## config.mk

```make
export PLATFORM = sky130hd
export DESIGN_NAME = stack_permutation_checker_core
export DESIGN_NICKNAME = d
export VERILOG_FILES = /design/src/hw/rtl/spc_pkg.sv /design/src/hw/rtl/spc_ctrl.sv /design/src/hw/rtl/spc_datapath.sv /design/src/hw/rtl/stack_permutation_checker_core.sv
export SDC_FILE = /design/constraint.sdc
export NUM_CORES = 1
export LEC_CHECK = 0
export BUFFER_PORTS_ARGS = -buffer_cell sky130_fd_sc_hd__buf_2
export CORE_MARGIN = 5
export CORE_UTILIZATION = 25
export CTS_BUF_LIST = sky130_fd_sc_hd__clkbuf_4
export CTS_CLUSTER_SIZE = 12
export DETAILED_ROUTE_END_ITERATION = 10
export SLEW_MARGIN = 20
export SYNTH_ARGS = -nofsm -noshare
export SYNTH_HDL_FRONTEND = slang
export SYNTH_SLANG_ARGS = --single-unit
```

## constraint.sdc

```tcl
create_clock -name clk -period 3.85 [get_ports clk]
set_input_delay 0.77 -clock clk [delete_from_list [all_inputs] [get_ports clk]]
set_output_delay 0.77 -clock clk [all_outputs]
set_load 0.03 [all_outputs]
```

## src/hw/rtl/spc_pkg.sv

```systemverilog
// Shared types and constants for the stack permutation checker.
package spc_pkg;

    // Result operation codes
    typedef enum logic [1:0] {
        OP_PUSH = 2'd0,
        OP_POP  = 2'd1,
        OP_FAIL = 2'd2
    } op_t;

    localparam int unsigned CAP_W = 6;
    localparam logic [CAP_W-1:0] CAP_RESET = 6'd32;

    // Commands from controller to datapath
    typedef struct packed {
        logic load;       // latch a new input beat
        logic emit;       // load the output register
        logic last_beat;  // emitted beat is the final one for this item
        logic push;       // push next incoming train
        logic pop;        // pop the top of the stack
        op_t  op;         // operation of the emitted beat
    } cmd_t;

    // Status from datapath to controller
    typedef struct packed {
        logic failed;     // sequence already failed
        logic need_push;  // next incoming train not past the target
        logic can_push;   // room on the stack under the capacity
        logic top_match;  // stack not empty and top equals target
        logic out_free;   // output register can take a beat this cycle
    } sts_t;

endpackage

```

## src/hw/rtl/spc_ctrl.sv

```systemverilog
// Controller state machine for the stack permutation checker.
module spc_ctrl (
    input  logic          clk,
    input  logic          rst_n,
    input  logic          s_tvalid,
    output logic          s_tready,
    input  spc_pkg::sts_t sts,
    output spc_pkg::cmd_t cmd
);
    import spc_pkg::*;

    typedef enum logic [2:0] {
        ST_IDLE = 3'b001,
        ST_EVAL = 3'b010,
        ST_CMP  = 3'b100
    } state_t;

    state_t state_reg;
    state_t state_next;

    // Next state and commands
    always_comb
    begin
        state_next = state_reg;
        cmd        = '0;
        cmd.op     = OP_PUSH;
        s_tready   = 1'b0;
        unique case (state_reg)
            ST_IDLE:
            begin
                s_tready = 1'b1;
                if (s_tvalid)
                begin
                    cmd.load   = 1'b1;
                    state_next = ST_EVAL;
                end
            end
            ST_EVAL:
            begin
                if (sts.failed)
                begin
                    if (sts.out_free)
                    begin
                        cmd.emit      = 1'b1;
                        cmd.last_beat = 1'b1;
                        cmd.op        = OP_FAIL;
                    end
                end
                else if (sts.need_push)
                begin
                    if (sts.can_push)
                    begin
                        if (sts.out_free)
                        begin
                            cmd.emit = 1'b1;
                            cmd.push = 1'b1;
                            cmd.op   = OP_PUSH;
                        end
                    end
                    else if (sts.out_free)
                    begin
                        cmd.emit      = 1'b1;
                        cmd.last_beat = 1'b1;
                        cmd.op        = OP_FAIL;
                    end
                end
                else
                begin
                    // top of stack is read this cycle, compared next
                    state_next = ST_CMP;
                end
            end
            ST_CMP:
            begin
                if (sts.out_free)
                begin
                    cmd.emit      = 1'b1;
                    cmd.last_beat = 1'b1;
                    cmd.pop       = sts.top_match;
                    cmd.op        = sts.top_match ? OP_POP : OP_FAIL;
                end
            end
            default:
            begin
                state_next = ST_IDLE;
            end
        endcase

        // Final beat of an item: take the next beat straight away
        if (cmd.emit && cmd.last_beat)
        begin
            s_tready   = 1'b1;
            cmd.load   = s_tvalid;
            state_next = s_tvalid ? ST_EVAL : ST_IDLE;
        end
    end

    always_ff @(posedge clk or negedge rst_n)
    begin
        if (!rst_n)
            state_reg <= ST_IDLE;
        else
            state_reg <= state_next;
    end

endmodule

```

## src/hw/rtl/spc_datapath.sv

```systemverilog
// Datapath: holding stack memory, sequence counters, capacity register, output register.
module spc_datapath #(
    parameter int unsigned STACK_DEPTH = 32,
    parameter int unsigned TRAIN_BITS  = 16
) (
    input  logic                      clk,
    input  logic                      rst_n,
    input  logic                      cfg_we,
    input  logic [spc_pkg::CAP_W-1:0] cfg_wdata,
    input  logic [TRAIN_BITS-1:0]     in_target,
    input  logic                      in_last,
    input  spc_pkg::cmd_t             cmd,
    output spc_pkg::sts_t             sts,
    input  logic                      out_ready,
    output logic                      out_valid,
    output spc_pkg::op_t              out_op,
    output logic [TRAIN_BITS-1:0]     out_train,
    output logic                      out_end,
    output logic                      out_ok
);
    import spc_pkg::*;

    localparam int unsigned FILL_W = $clog2(STACK_DEPTH + 1);
    localparam int unsigned IDX_W  = (STACK_DEPTH > 1) ? $clog2(STACK_DEPTH) : 1;
    localparam int unsigned CMP_W  = CAP_W + 1;

    logic [TRAIN_BITS-1:0] mem [STACK_DEPTH];
    logic [TRAIN_BITS-1:0] rd_data_reg;

    logic [CAP_W-1:0]      cap_reg;
    logic [TRAIN_BITS-1:0] target_reg;
    logic                  last_reg;
    logic [FILL_W-1:0]     fill_reg, fill_next;
    logic [TRAIN_BITS:0]   next_in_reg, next_in_next;
    logic                  failed_reg, failed_next;

    logic                  out_valid_reg, out_valid_next;
    op_t                   out_op_reg;
    logic [TRAIN_BITS-1:0] out_train_reg;
    logic                  out_end_reg;
    logic                  out_ok_reg;

    logic [FILL_W-1:0]     fill_m1;
    logic [IDX_W-1:0]      wr_idx;
    logic [IDX_W-1:0]      rd_idx;
    logic                  seq_end;

    assign fill_m1 = fill_reg - FILL_W'(1);
    assign wr_idx  = fill_reg[IDX_W-1:0];
    assign rd_idx  = fill_m1[IDX_W-1:0];
    assign seq_end = cmd.emit && cmd.last_beat && last_reg;

    // Status towards the controller
    always_comb
    begin
        sts.failed    = failed_reg;
        sts.need_push = next_in_reg <= {1'b0, target_reg};
        sts.can_push  = (CMP_W'(fill_reg) < CMP_W'(cap_reg)) &&
                        (CMP_W'(fill_reg) < CMP_W'(STACK_DEPTH));
        sts.top_match = (fill_reg != '0) && (rd_data_reg == target_reg);
        sts.out_free  = !out_valid_reg || out_ready;
    end

    // Holding stack: one write, one registered read of the top
    always_ff @(posedge clk)
    begin
        if (cmd.push)
            mem[wr_idx] <= next_in_reg[TRAIN_BITS-1:0];
        rd_data_reg <= mem[rd_idx];
    end

    // Sequence state updates
    always_comb
    begin
        fill_next    = fill_reg;
        next_in_next = next_in_reg;
        failed_next  = failed_reg;
        priority if (seq_end)
        begin
            fill_next    = '0;
            next_in_next = (TRAIN_BITS + 1)'(1);
            failed_next  = 1'b0;
        end
        else if (cmd.push)
        begin
            fill_next    = fill_reg + FILL_W'(1);
            next_in_next = next_in_reg + (TRAIN_BITS + 1)'(1);
        end
        else if (cmd.pop)
        begin
            fill_next = fill_m1;
        end
        else if (cmd.emit && cmd.op == OP_FAIL)
        begin
            failed_next = 1'b1;
        end
    end

    assign out_valid_next = cmd.emit ? 1'b1 : (out_ready ? 1'b0 : out_valid_reg);

    always_ff @(posedge clk or negedge rst_n)
    begin
        if (!rst_n)
        begin
            cap_reg       <= CAP_RESET;
            fill_reg      <= '0;
            next_in_reg   <= (TRAIN_BITS + 1)'(1);
            failed_reg    <= 1'b0;
            out_valid_reg <= 1'b0;
        end
        else
        begin
            if (cfg_we)
                cap_reg <= cfg_wdata;
            fill_reg      <= fill_next;
            next_in_reg   <= next_in_next;
            failed_reg    <= failed_next;
            out_valid_reg <= out_valid_next;
        end
    end

    // Input beat and output beat payload
    always_ff @(posedge clk)
    begin
        if (cmd.load)
        begin
            target_reg <= in_target;
            last_reg   <= in_last;
        end
        if (cmd.emit)
        begin
            out_op_reg  <= cmd.op;
            out_end_reg <= cmd.last_beat;
            out_ok_reg  <= seq_end && (cmd.op != OP_FAIL);
            unique case (cmd.op)
                OP_PUSH: out_train_reg <= next_in_reg[TRAIN_BITS-1:0];
                OP_POP:  out_train_reg <= target_reg;
                default: out_train_reg <= '0;
            endcase
        end
    end

    assign out_valid = out_valid_reg;
    assign out_op    = out_op_reg;
    assign out_train = out_train_reg;
    assign out_end   = out_end_reg;
    assign out_ok    = out_ok_reg;

endmodule

```

## src/hw/rtl/stack_permutation_checker_core.sv

```systemverilog
// Top level of the stack permutation checker: stream ports, controller and datapath.
//
// Each input beat carries a target train number; trains enter in order 1, 2, 3, ...
// through a holding stack of up to STACK_DEPTH entries, limited further by the
// capacity register. For every target the block emits one push beat per train it
// pushes, then a pop beat when the stack top matches, or a fail beat otherwise;
// after a fail, each later target of the sequence gives a single fail beat. Push and
// pop beats go out before the sequence is known to succeed, so a consumer must drop
// them when the sequence ends in fail. tlast on the output marks the final beat of
// each target, tuser marks a successful end of sequence, and an input beat with
// tlast set clears all sequence state afterwards. An item passes through an evaluate
// state that issues the pushes one by one (single write port of the stack memory),
// then a compare state on the registered top of stack read; both wait while the
// output is stalled. The next beat is taken in the cycle its predecessor's final
// result is loaded into the output register.
module stack_permutation_checker_core #(
    parameter int unsigned STACK_DEPTH = 32,
    parameter int unsigned TRAIN_BITS  = 16
) (
    input  logic                      clk,
    input  logic                      rst_n,
    // capacity register write
    input  logic                      cfg_we,
    input  logic [spc_pkg::CAP_W-1:0] cfg_wdata,
    // input stream
    input  logic                      s_tvalid,
    output logic                      s_tready,
    input  logic [((TRAIN_BITS+7)/8)*8-1:0] s_tdata,  // target_train
    input  logic                      s_tlast,          // last_in_sequence
    // result stream
    output logic                      m_tvalid,
    input  logic                      m_tready,
    output logic [((TRAIN_BITS+9)/8)*8-1:0] m_tdata,  // operation, train_moved
    output logic                      m_tlast,          // end_of_run
    output logic                      m_tuser           // sequence_done_ok
);
    import spc_pkg::*;

    localparam int unsigned OUT_W = ((TRAIN_BITS + 9) / 8) * 8;
    localparam int unsigned PAD_W = OUT_W - TRAIN_BITS - 2;

    cmd_t                  cmd;
    sts_t                  sts;
    op_t                   out_op;
    logic [TRAIN_BITS-1:0] out_train;

    spc_ctrl u_ctrl (
        .clk      (clk),
        .rst_n    (rst_n),
        .s_tvalid (s_tvalid),
        .s_tready (s_tready),
        .sts      (sts),
        .cmd      (cmd)
    );

    spc_datapath #(
        .STACK_DEPTH (STACK_DEPTH),
        .TRAIN_BITS  (TRAIN_BITS)
    ) u_datapath (
        .clk       (clk),
        .rst_n     (rst_n),
        .cfg_we    (cfg_we),
        .cfg_wdata (cfg_wdata),
        .in_target (s_tdata[TRAIN_BITS-1:0]),
        .in_last   (s_tlast),
        .cmd       (cmd),
        .sts       (sts),
        .out_ready (m_tready),
        .out_valid (m_tvalid),
        .out_op    (out_op),
        .out_train (out_train),
        .out_end   (m_tlast),
        .out_ok    (m_tuser)
    );

    // Pack result beat: operation lowest, then train, zero padding
    generate
        if (PAD_W > 0)
        begin : g_pad
            assign m_tdata = {{PAD_W{1'b0}}, out_train, out_op};
        end
        else
        begin : g_nopad
            assign m_tdata = {out_train, out_op};
        end
    endgenerate

    // Fail beats carry no train
    a_fail_zero : assert property (@(posedge clk) disable iff (!rst_n)
        m_tvalid && out_op == OP_FAIL |-> out_train == '0)
        else $error("fail beat with non-zero train");

    // Successful end of sequence only on a final pop beat
    a_ok_on_pop : assert property (@(posedge clk) disable iff (!rst_n)
        m_tvalid && m_tuser |-> m_tlast && out_op == OP_POP)
        else $error("sequence_done_ok on a non-final or non-pop beat");

    // A new beat is taken only when the previous item is finished
    a_load_on_final : assert property (@(posedge clk) disable iff (!rst_n)
        cmd.load && cmd.emit |-> cmd.last_beat)
        else $error("input taken while item still producing results");

    // A push is only commanded when it is needed and there is room
    a_push_room : assert property (@(posedge clk) disable iff (!rst_n)
        cmd.push |-> sts.can_push && sts.need_push && !sts.failed)
        else $error("push without room or need");

endmodule

```

==> flow_summary.ini, run 1 <==
[cts]
cts.clk_slew.worst_paths_ns = 0.07
cts_tree = done
clk_latency_ns = 0.88
cts_buffers = 142
cts_max_level = 4
clock_sinks = 599
cts_buffer_depth = 3
clockRootBuffer = clkbuf_4

[routing]
viasPerCell = 4.47
vias = 12434
dr.pass1.iters = 7
drc = 0
wl_mm = 58.2
drtIter0Drc = 1029
wire_per_inst_um = 21.0
ant_nets = 0

[sta]
finalSetupViolations = 0
worst_pin_slew_ns = 0.872
holdWs_ns = 0.103
finalCritPeriodShare = 0.981
drv_slew = 0
tns_ns = 0
slew_headroom = 0.418
finalHoldViolCount = 0
fin_crit_ns = 3.78
timing.final.ws_setup_ns = 0.0749
rsz0062_at_grt = true
clock_skew_ns = 0.0549
fmax_mhz = 265

[place]
pre_cts_slack_ns = 0.500
io_buffers = 49
place_congestion = 0.831
dp_hpwl_mm = 36.2

[critical_path]
worstSetupEndpointType = output port
cp_data_arrival_time_ns = 3.01
crit_start = u_datapath.target_reg[6]
worstPathRequired_ns = 3.08
path_max_fanout = 4
cp-start-kind = flip-flop
r2r_start = u_datapath.target_reg[14]
crit_type = flip-flop to output port

[synthesis]
synth_seq_cells = 599
ys_warn_count = 0
syn_avg_cell_area_um2 = 20.4
ys_seq_area_frac = 0.739
synthCells = 1173
synthTopCellsByArea = edfxtp_1, mux4_2, dfrtp_1
synth-main-ff-cell = edfxtp_1
netlist_area_mm2 = 0.0239
yosys.cell_types.count = 62
synth-async-reset-ratio = 0.0568
synth_top_cell_by_area = edfxtp_1
synth_top_area_share = 0.690
synth_enable_flop_cells = 549

[power]
power.density_mw_per_mm2 = 638
p_total_mw = 18.0
leakagePower_nw = 9.63
peakVddDrop_v = 0.000469

[grt]
grt_max_degree = 73
grt_pass1_vias = 12885
grt_util_all_layers = 0.112
gr-total-overflow = 0
grt_pass1_wl_mm = 85.5
antenna_found_initial = 4

[cells_and_area]
n_fill_cell = 9348
final_common_cell = edfxtp_1
drive_above_1_share = 0.391
area.growth.synth_to_final_pct = 18.0
largest_reg_flops = 512
final_cell_mix = edfxtp_1, clkbuf_4, mux4_2
fin_nets = 1457

[floorplanning]
die-height_um = 319
core_mm2 = 0.0950
fp.dieArea_mm2 = 0.102
die_w_um = 319
initial_utilization = 0.252
ioPinCount = 56
fp-row-count = 113

[status]
status = finished clean

[run]
drv_cap = 0

[hold_path]
hold_path.class = primary input to flip-flop
hp-start = s_tdata[3]
worst max-delay path: stages, from the launching register on:
cell,delay [ns]
edfxtp_1,0.38
inv_1,0.07
ha_1,0.31
nand4_1,0.19
or3_4,0.45
a21oi_4,0.18
o211ai_4,0.13
a21oi_4,0.19
o21ai_2,0.09
buf_6,0.14
timing repair:
item	4_1_cts	5_1_grt
pin swaps	4	7
hold buffers	1	0
gates cloned	0	0
endpoints found under the hold margin	31	0
endpoints found under the setup margin	1	1
resized for setup	6	7
buffers inserted	6	5
layer usage:
| metal | part of all wire | vias to the layer above | GRT usage |
|---|---|---|---|
| li1 | - | 5333 | - |
| met1 | 0.41 | 6472 | 0.147 |
| met2 | 0.49 | 530 | 0.184 |
| met3 | 0.067 | 99 | 0.0231 |
| met4 | 0.028 | 0 | 0.0432 |
| met5 | 0 | - | 0 |
area by class of cell:
class | instances | area [µm²] | share of cell area
antenna | 1 | 2.50 | 0.0000887
clock buffer | 210 | 1580 | 0.0559
clock inverter | 45 | 263 | 0.00932
inverter | 27 | 101 | 0.00359
multi-input combinational | 496 | 6040 | 0.214
sequential | 599 | 17700 | 0.626
tap | 1265 | 1580 | 0.0561
timing repair buffer | 136 | 970 | 0.0344
synth_stat cells, drive strengths merged, types with 2 or more instances:
library cell  instances
a221oi                2
edfxtp              549
nor4                  5
nand4                 8
dfstp                 3
a21o                  3
mux2                 18
o21a                  6
clkbuf               25
inv                  27
o211ai                6
nand2                40
a32oi                 2
and2                  4
nor3                 11
o21ai                27
buf                  31
xnor2                 5
a21oi                10
o311ai                2
dfrtp                31
nand2b                7
a211o                 2
mux4                160
nand3b                3
ha                   27
xor2                 31
dfxtp                16
nor2b                 2
a31o                  2
and4                  4
a211oi                2
and3                 10
or3                   3
nor2                 59
nand3                16
or3b                  2
stage by stage:
| step | cell area, µm² | instances | util |
|---|---|---|---|
| 5_1_grt | 28200 | 2779 | 0.297 |
| 3_3_place_gp | 26200 | 2511 | 0.276 |
| 2_1_floorplan | 23900 | 1178 | - |
| 4_1_cts | 28100 | 2773 | 0.296 |
| 3_5_place_dp | 26200 | 2511 | 0.276 |
| 6_report | 28200 | 2779 | 0.297 |
cells by family (layout without fill, tap and decap cells):
| kind of cell | after synthesis | count (layout) | share of synthesized area |
|---|---|---|---|
| other cells | 1 | 7 | 0.000157 |
| fa+ha+maj | 27 | 27 | 0.0141 |
| compound gates | 70 | 70 | 0.0207 |
| flops | 599 | 599 | 0.739 |
| simple gates | 179 | 179 | 0.0369 |
| xor+xnor | 36 | 36 | 0.0132 |
| buf+inv | 83 | 418 | 0.0167 |
| mux | 178 | 178 | 0.159 |
report_power, final:
part	leakage, nW	internal, mW	switching (mW)
Sequential	5.85	7.42	0.195
Clock	1.09	2.71	2.42
Combinational	2.70	2.35	2.89
worst paths after layout:
path                                            end  slack (ns)  cells past startpoint
hold / removal             u_datapath.target_reg[3]        0.10                      1
hold reg to reg               u_datapath.failed_reg        0.53                      1
setup / recovery                           s_tready        0.07                      9
max in group asynchronous    u_datapath.fill_reg[0]        2.66                      2
min in group asynchronous    u_datapath.fill_reg[0]        0.57                      2
setup reg to reg             u_datapath.mem[27][14]        0.35                     12
No activity file was read; power rests on OpenSTA's default activity.
==> run 2, diff against run 1 <==
--- a/config.mk
+++ b/config.mk
@@ -11,6 +11,7 @@
 export CTS_BUF_LIST = sky130_fd_sc_hd__clkbuf_4
 export CTS_CLUSTER_SIZE = 12
 export DETAILED_ROUTE_END_ITERATION = 10
+export PLACE_DENSITY = 0.52
 export SLEW_MARGIN = 20
 export SYNTH_ARGS = -nofsm -noshare
 export SYNTH_HDL_FRONTEND = slang
==> run 2 against run 1 <==
  * Sequential cell count unchanged
  * Critical path depth did not move
  * Die area did not move
  * Hold slack better by 0.067 ns
  * Sequential share of layout area decreased by 0.95 points
  * Setup slack improved by 0.052 ns
  * Power grew 2.7%
  * First-iteration DRC count down 17%
  * Final area up 1.5%
  * Routed wire length is 0.31% higher
==> flow_summary.ini, run 2 (synthesis results as in run 1) <==
[status]
status = finished clean

[cts]
clock_sinks = 599
cts_tree = done
cts_buffer_depth = 3
cts.clk_slew.worst_paths_ns = 0.07
cts_buffers = 151
cts_max_level = 4
clockRootBuffer = clkbuf_4
clk_latency_ns = 0.94

[sta]
clock_skew_ns = 0.0507
finalSetupViolations = 0
slew_headroom = 0.345
finalCritPeriodShare = 0.967
fmax_mhz = 269
drv_slew = 0
holdWs_ns = 0.170
finalHoldViolCount = 0
tns_ns = 0
worst_pin_slew_ns = 0.982
fin_crit_ns = 3.72
rsz0062_at_grt = true

[critical_path]
slowest_delay_ns = 0.42
crit_family = compound AO/OA/AOI/OAI gates
critical_path_buf_inv_count = 2
path_max_fanout = 2
cp_cell_sequence = inv_2, ha_4, and4b_2, a221oi_4, o211ai_1, o211ai_4, a21oi_4, o21ai_2, buf_6
slowest_stage = edfxtp_1
worstSetupEndpointType = output port
crit_type = flip-flop to output port
cp_data_arrival_time_ns = 2.95
cp-start-kind = flip-flop
worstPathRequired_ns = 3.08

[cells_and_area]
final_common_cell = edfxtp_1
drive_above_1_share = 0.405
final_cell_area_mm2 = 0.0286
largest_reg_flops = 512
area.growth.synth_to_final_pct = 19.8
final_cell_mix = edfxtp_1, clkbuf_4, mux4_2
post-route-util = 0.301
fin_nets = 1488

[floorplanning]
core_mm2 = 0.0950
ioPinCount = 56
fp.dieArea_mm2 = 0.102
die-height_um = 319
fp-row-count = 113
die_w_um = 319
initial_utilization = 0.252

[routing]
drc = 0
drtIter0Drc = 853
ant_nets = 0
wire_per_inst_um = 20.8
viasPerCell = 4.35
vias = 12219
wl_mm = 58.4
dr.pass1.iters = 7

[place]
dp_hpwl_mm = 35.1
io_buffers = 49
place_congestion = 0.806
placed_cell_area_mm2 = 0.0261

[grt]
grt_pass1_wl_mm = 86.9
grt_max_degree = 53
grt_util_all_layers = 0.114
grt_pass1_vias = 13432
antenna_found_initial = 2
gr-total-overflow = 0

[power]
peakVddDrop_v = 0.000539
leakagePower_nw = 9.81
power.density_mw_per_mm2 = 645

[run]
drv_cap = 0

[hold_path]
hold_path.class = primary input to flip-flop
-- run 2: changes by cell type in the layout (fill, tap and decap cells not counted), moves of 4 or more --
cell           change
clkbuf_4          +25
dlygate4sd3_1     +24
clkinv_1          -14
ha_1               -4
ha_4               +4
inv_1              -4
-- run 2: cell type report --
class / instances / area, µm²
inverter: 27 / 101
clock inverter: 29 / 220
antenna: 1 / 2.50
tap: 1265 / 1580
fill: 9360 / 66400
sequential: 599 / 17700
timing repair buffer: 158 / 1190
multi-input combinational: 496 / 6100
clock buffer: 235 / 1760
-- run 2: per-stage QoR --
step	setup slack (ns)	cells	power (mW)
after global placement	0.460	2503	13.2
after global routing	-0.0884	2810	19.4
after detailed placement	0.383	2503	13.2
after CTS	-0.0370	2804	18.8
final	0.127	2810	18.5
after floorplan	0.248	1178	11.2
-- run 2: layer usage --
| metal | GRT usage | up-vias | wire, µm |
|---|---|---|---|
| li1 | - | 5397 | - |
| met5 | 0 | - | 0 |
| met3 | 0.0287 | 82 | 2510 |
| met2 | 0.202 | 313 | 30600 |
| met4 | 0.0384 | 0 | 1340 |
| met1 | 0.137 | 6427 | 24000 |
-- run 2: final timing paths --
check                      slack [ns]                endpoint                 startpoint  cells after the start
hold / removal                   0.17   u_datapath.cap_reg[5]                     cfg_we                      2
hold reg to reg                  0.53   u_datapath.cap_reg[0]      u_datapath.cap_reg[0]                      1
min in group asynchronous        0.51  u_datapath.fill_reg[1]                      rst_n                      2
max in group asynchronous        2.70  u_datapath.fill_reg[0]                      rst_n                      2
setup reg to reg                 0.28  u_datapath.mem[26][12]   u_datapath.target_reg[6]                     12
setup / recovery                 0.13                s_tready  u_datapath.target_reg[14]                      9
-- run 2: report_power, final --
part           internal (mW)  total [mW]  switching [mW]  leakage, nW
registers               7.42        7.62           0.203         5.84
logic                   2.40        5.36            2.97         2.78
clock network           3.02        5.47            2.44         1.19
total                   12.8        18.5            5.61         9.81
-- run 2: repair_timing --
action	CTS	global route
hold buffers	25	0
endpoints found under the setup margin	1	1
pin swaps	11	9
gates resized for setup	20	4
endpoints found under the hold margin	56	0
buffers inserted	12	5
==> run 3, diff against run 2 <==
--- a/config.mk
+++ b/config.mk
@@ -11,7 +11,7 @@
 export CTS_BUF_LIST = sky130_fd_sc_hd__clkbuf_4
 export CTS_CLUSTER_SIZE = 12
 export DETAILED_ROUTE_END_ITERATION = 10
-export PLACE_DENSITY = 0.52
+export PLACE_DENSITY = 0.51
 export SLEW_MARGIN = 20
 export SYNTH_ARGS = -nofsm -noshare
 export SYNTH_HDL_FRONTEND = slang
==> constraint.sdc (replaced) <==
create_clock -name clk -period 3.45 [get_ports clk]
set_input_delay 0.69 -clock clk [delete_from_list [all_inputs] [get_ports clk]]
set_output_delay 0.69 -clock clk [all_outputs]
set_load 0.03 [all_outputs]
==> run 3 against run 2 <==
  * The run now ends with negative setup slack left
  * Sequential power is 11% higher
  * Die area stayed put
  * Routed wire length is 3.3% higher
  * Non-clock buffer count is 24 higher
  * Combinational power is 17% higher
  * Sequential cell count stayed put
  * Power is 12% higher
  * Final cell count is 0.64% higher
  * Setup slack worse by 0.38 ns
  * Hold slack better by 0.028 ns
  * Via count is 1.9% higher
  * Count of clock-buffer cells in the layout is 14 lower
  * Critical endpoint unchanged
==> flow_summary.ini, run 3 (synthesis results as in run 1) <==
[routing]
wirelength_met1_mm = 26.7
dr_wl_met2_mm = 29.0
vias = 12452
dr.pass1.iters = 4
drc = 0
wl_mm = 60.3
viasPerCell = 4.40
wire_per_inst_um = 21.3
highest-signal-layer = met4
ant_nets = 0
wl_met3_mm = 3.03
drtIter0Drc = 942

[floorplanning]
fp.dieArea_mm2 = 0.102
ioPinCount = 56
core_mm2 = 0.0950
initial_utilization = 0.252
fp-row-count = 113
die_w_um = 319
die-height_um = 319

[cells_and_area]
area.growth.synth_to_final_pct = 20.8
final_cell_mix = edfxtp_1, clkbuf_4, mux4_2
final_common_cell = edfxtp_1
largest_reg_flops = 512
seq_area_mm2 = 0.0177
multi_input_area_mm2 = 0.00605
drive_above_1_share = 0.399
final_cell_area_mm2 = 0.0289
fin_nets = 1514
n_fill_cell = 9357

[run]
drv_cap = 0

[sta]
clock_skew_ns = 0.0540
finalCritPeriodShare = 1.07
worst_pin_slew_ns = 0.854
fmax_mhz = 270
rsz0062_at_grt = true
drv_slew = 0
holdWs_ns = 0.198
finalHoldViolCount = 0
slew_headroom = 0.431
finalSetupViolations = 1
timing.final.ws_setup_ns = -0.251
fin_crit_ns = 3.70

[power]
p_sw_mw = 6.45
p_clk_frac = 0.289
pwr-share-comb = 0.303
p_int_mw = 14.3
p_sw_frac = 0.312
peakVddDrop_v = 0.000615
power.density_mw_per_mm2 = 717
seq_power_share = 0.409
leakagePower_nw = 9.90

[cts]
cts_max_level = 4
cts_buffers = 153
clk_latency_ns = 0.93
cts.clk_slew.worst_paths_ns = 0.06
clock_sinks = 599
cts_buffer_depth = 3
clockRootBuffer = clkbuf_4
cts_tree = done

[place]
dp_hpwl_mm = 37.6
place_congestion = 0.796
placed_cell_area_mm2 = 0.0263
io_buffers = 49

[critical_path]
crit_start = u_datapath.target_reg[7]
worstSetupEndpointType = output port
cp-start-kind = flip-flop
crit_type = flip-flop to output port
cp_data_arrival_time_ns = 3.01
r2r_start = u_datapath.target_reg[13]
worstPathRequired_ns = 2.76
path_max_fanout = 2

[grt]
grt_max_degree = 43
grt_pass1_wl_mm = 88.1
gr-total-overflow = 0
antenna_found_initial = 5
grt_pass1_vias = 13233
grt_util_all_layers = 0.117

[hold_path]
hp-start = cfg_we
hold_path.class = primary input to flip-flop

[status]
status = finished with violations
failed_checks = negative setup slack
-- run 3: changes by cell type in the layout (fill, tap and decap cells not counted), moves of 3 or more --
cell / change
dlygate4sd3_1: +10
ha_1: +3
clkbuf_4: -14
ha_4: -3
clkinv_1: +6
buf_12: +8
buf_6: +12
buf_4: -6
-- run 3: area by class of cell --
type,instances,share of cell area
antenna,1,0.0000867
clock buffer,221,0.0575
clock inverter,37,0.00902
inverter,27,0.00351
multi-input combinational,496,0.210
sequential,599,0.612
tap,1265,0.0548
timing repair buffer,182,0.0535
-- run 3: worst paths after layout --
| check | to | slack (ns) | cells past startpoint |
|---|---|---|---|
| setup / recovery | s_tready | -0.25 | 9 |
| hold / removal | u_datapath.cap_reg[0] | 0.20 | 2 |
| setup reg to reg | u_datapath.mem[15][0] | 0.10 | 13 |
| hold reg to reg | u_datapath.cap_reg[0] | 0.52 | 1 |
| max in group asynchronous | u_datapath.fill_reg[0] | 2.40 | 2 |
| min in group asynchronous | u_ctrl.state_reg[2] | 0.41 | 2 |
-- run 3: timing repair --
item                                    in CTS  in global routing
gates resized for setup                     12                 17
endpoints found under the setup margin       1                  1
endpoints found under the hold margin       56                  0
hold buffers                                35                  0
pin swaps                                    6                  9
buffers inserted                            10                  7
-- run 3: stage by stage --
stage / TNS, ns / instances / total power, mW / worst slack [ns] / util
after floorplan: -75.94 / 1178 / 12.5 / -0.152 / -
after global placement: 0 / 2517 / 14.9 / 0.283 / 0.277
after detailed placement: 0 / 2517 / 14.9 / 0.225 / 0.277
after CTS: -0.462 / 2820 / 21.0 / -0.462 / 0.303
after global routing: -3.14 / 2828 / 21.7 / -0.490 / 0.304
final: -0.251 / 2828 / 20.7 / -0.251 / 0.304
-- run 3: per-layer routing --
layer	up-vias	global-route usage
li1	5444	-
met1	6559	0.155
met2	369	0.187
met3	80	0.0299
met4	0	0.0446
met5	-	0
-- run 3: critical path, stage by stage, from the launching register on --
cell and delay [ns]:
edfxtp_1 0.40, inv_2 0.07, ha_4 0.26, nand4_1 0.22, or3_4 0.46, a21oi_4 0.19, o211ai_4 0.12, a21oi_4 0.15
o21ai_2 0.08, buf_6 0.14
-- run 3: power groups by stage --
stage                     combinational [mW]  sequential [mW]  clock (mW)
after floorplan                         3.81             8.70           0
after global placement                  6.27             8.62           0
after detailed placement                6.27             8.62           0
after CTS                               6.39             8.46        6.20
after global routing                    6.62             8.48        6.58
final                                   6.26             8.46        5.98
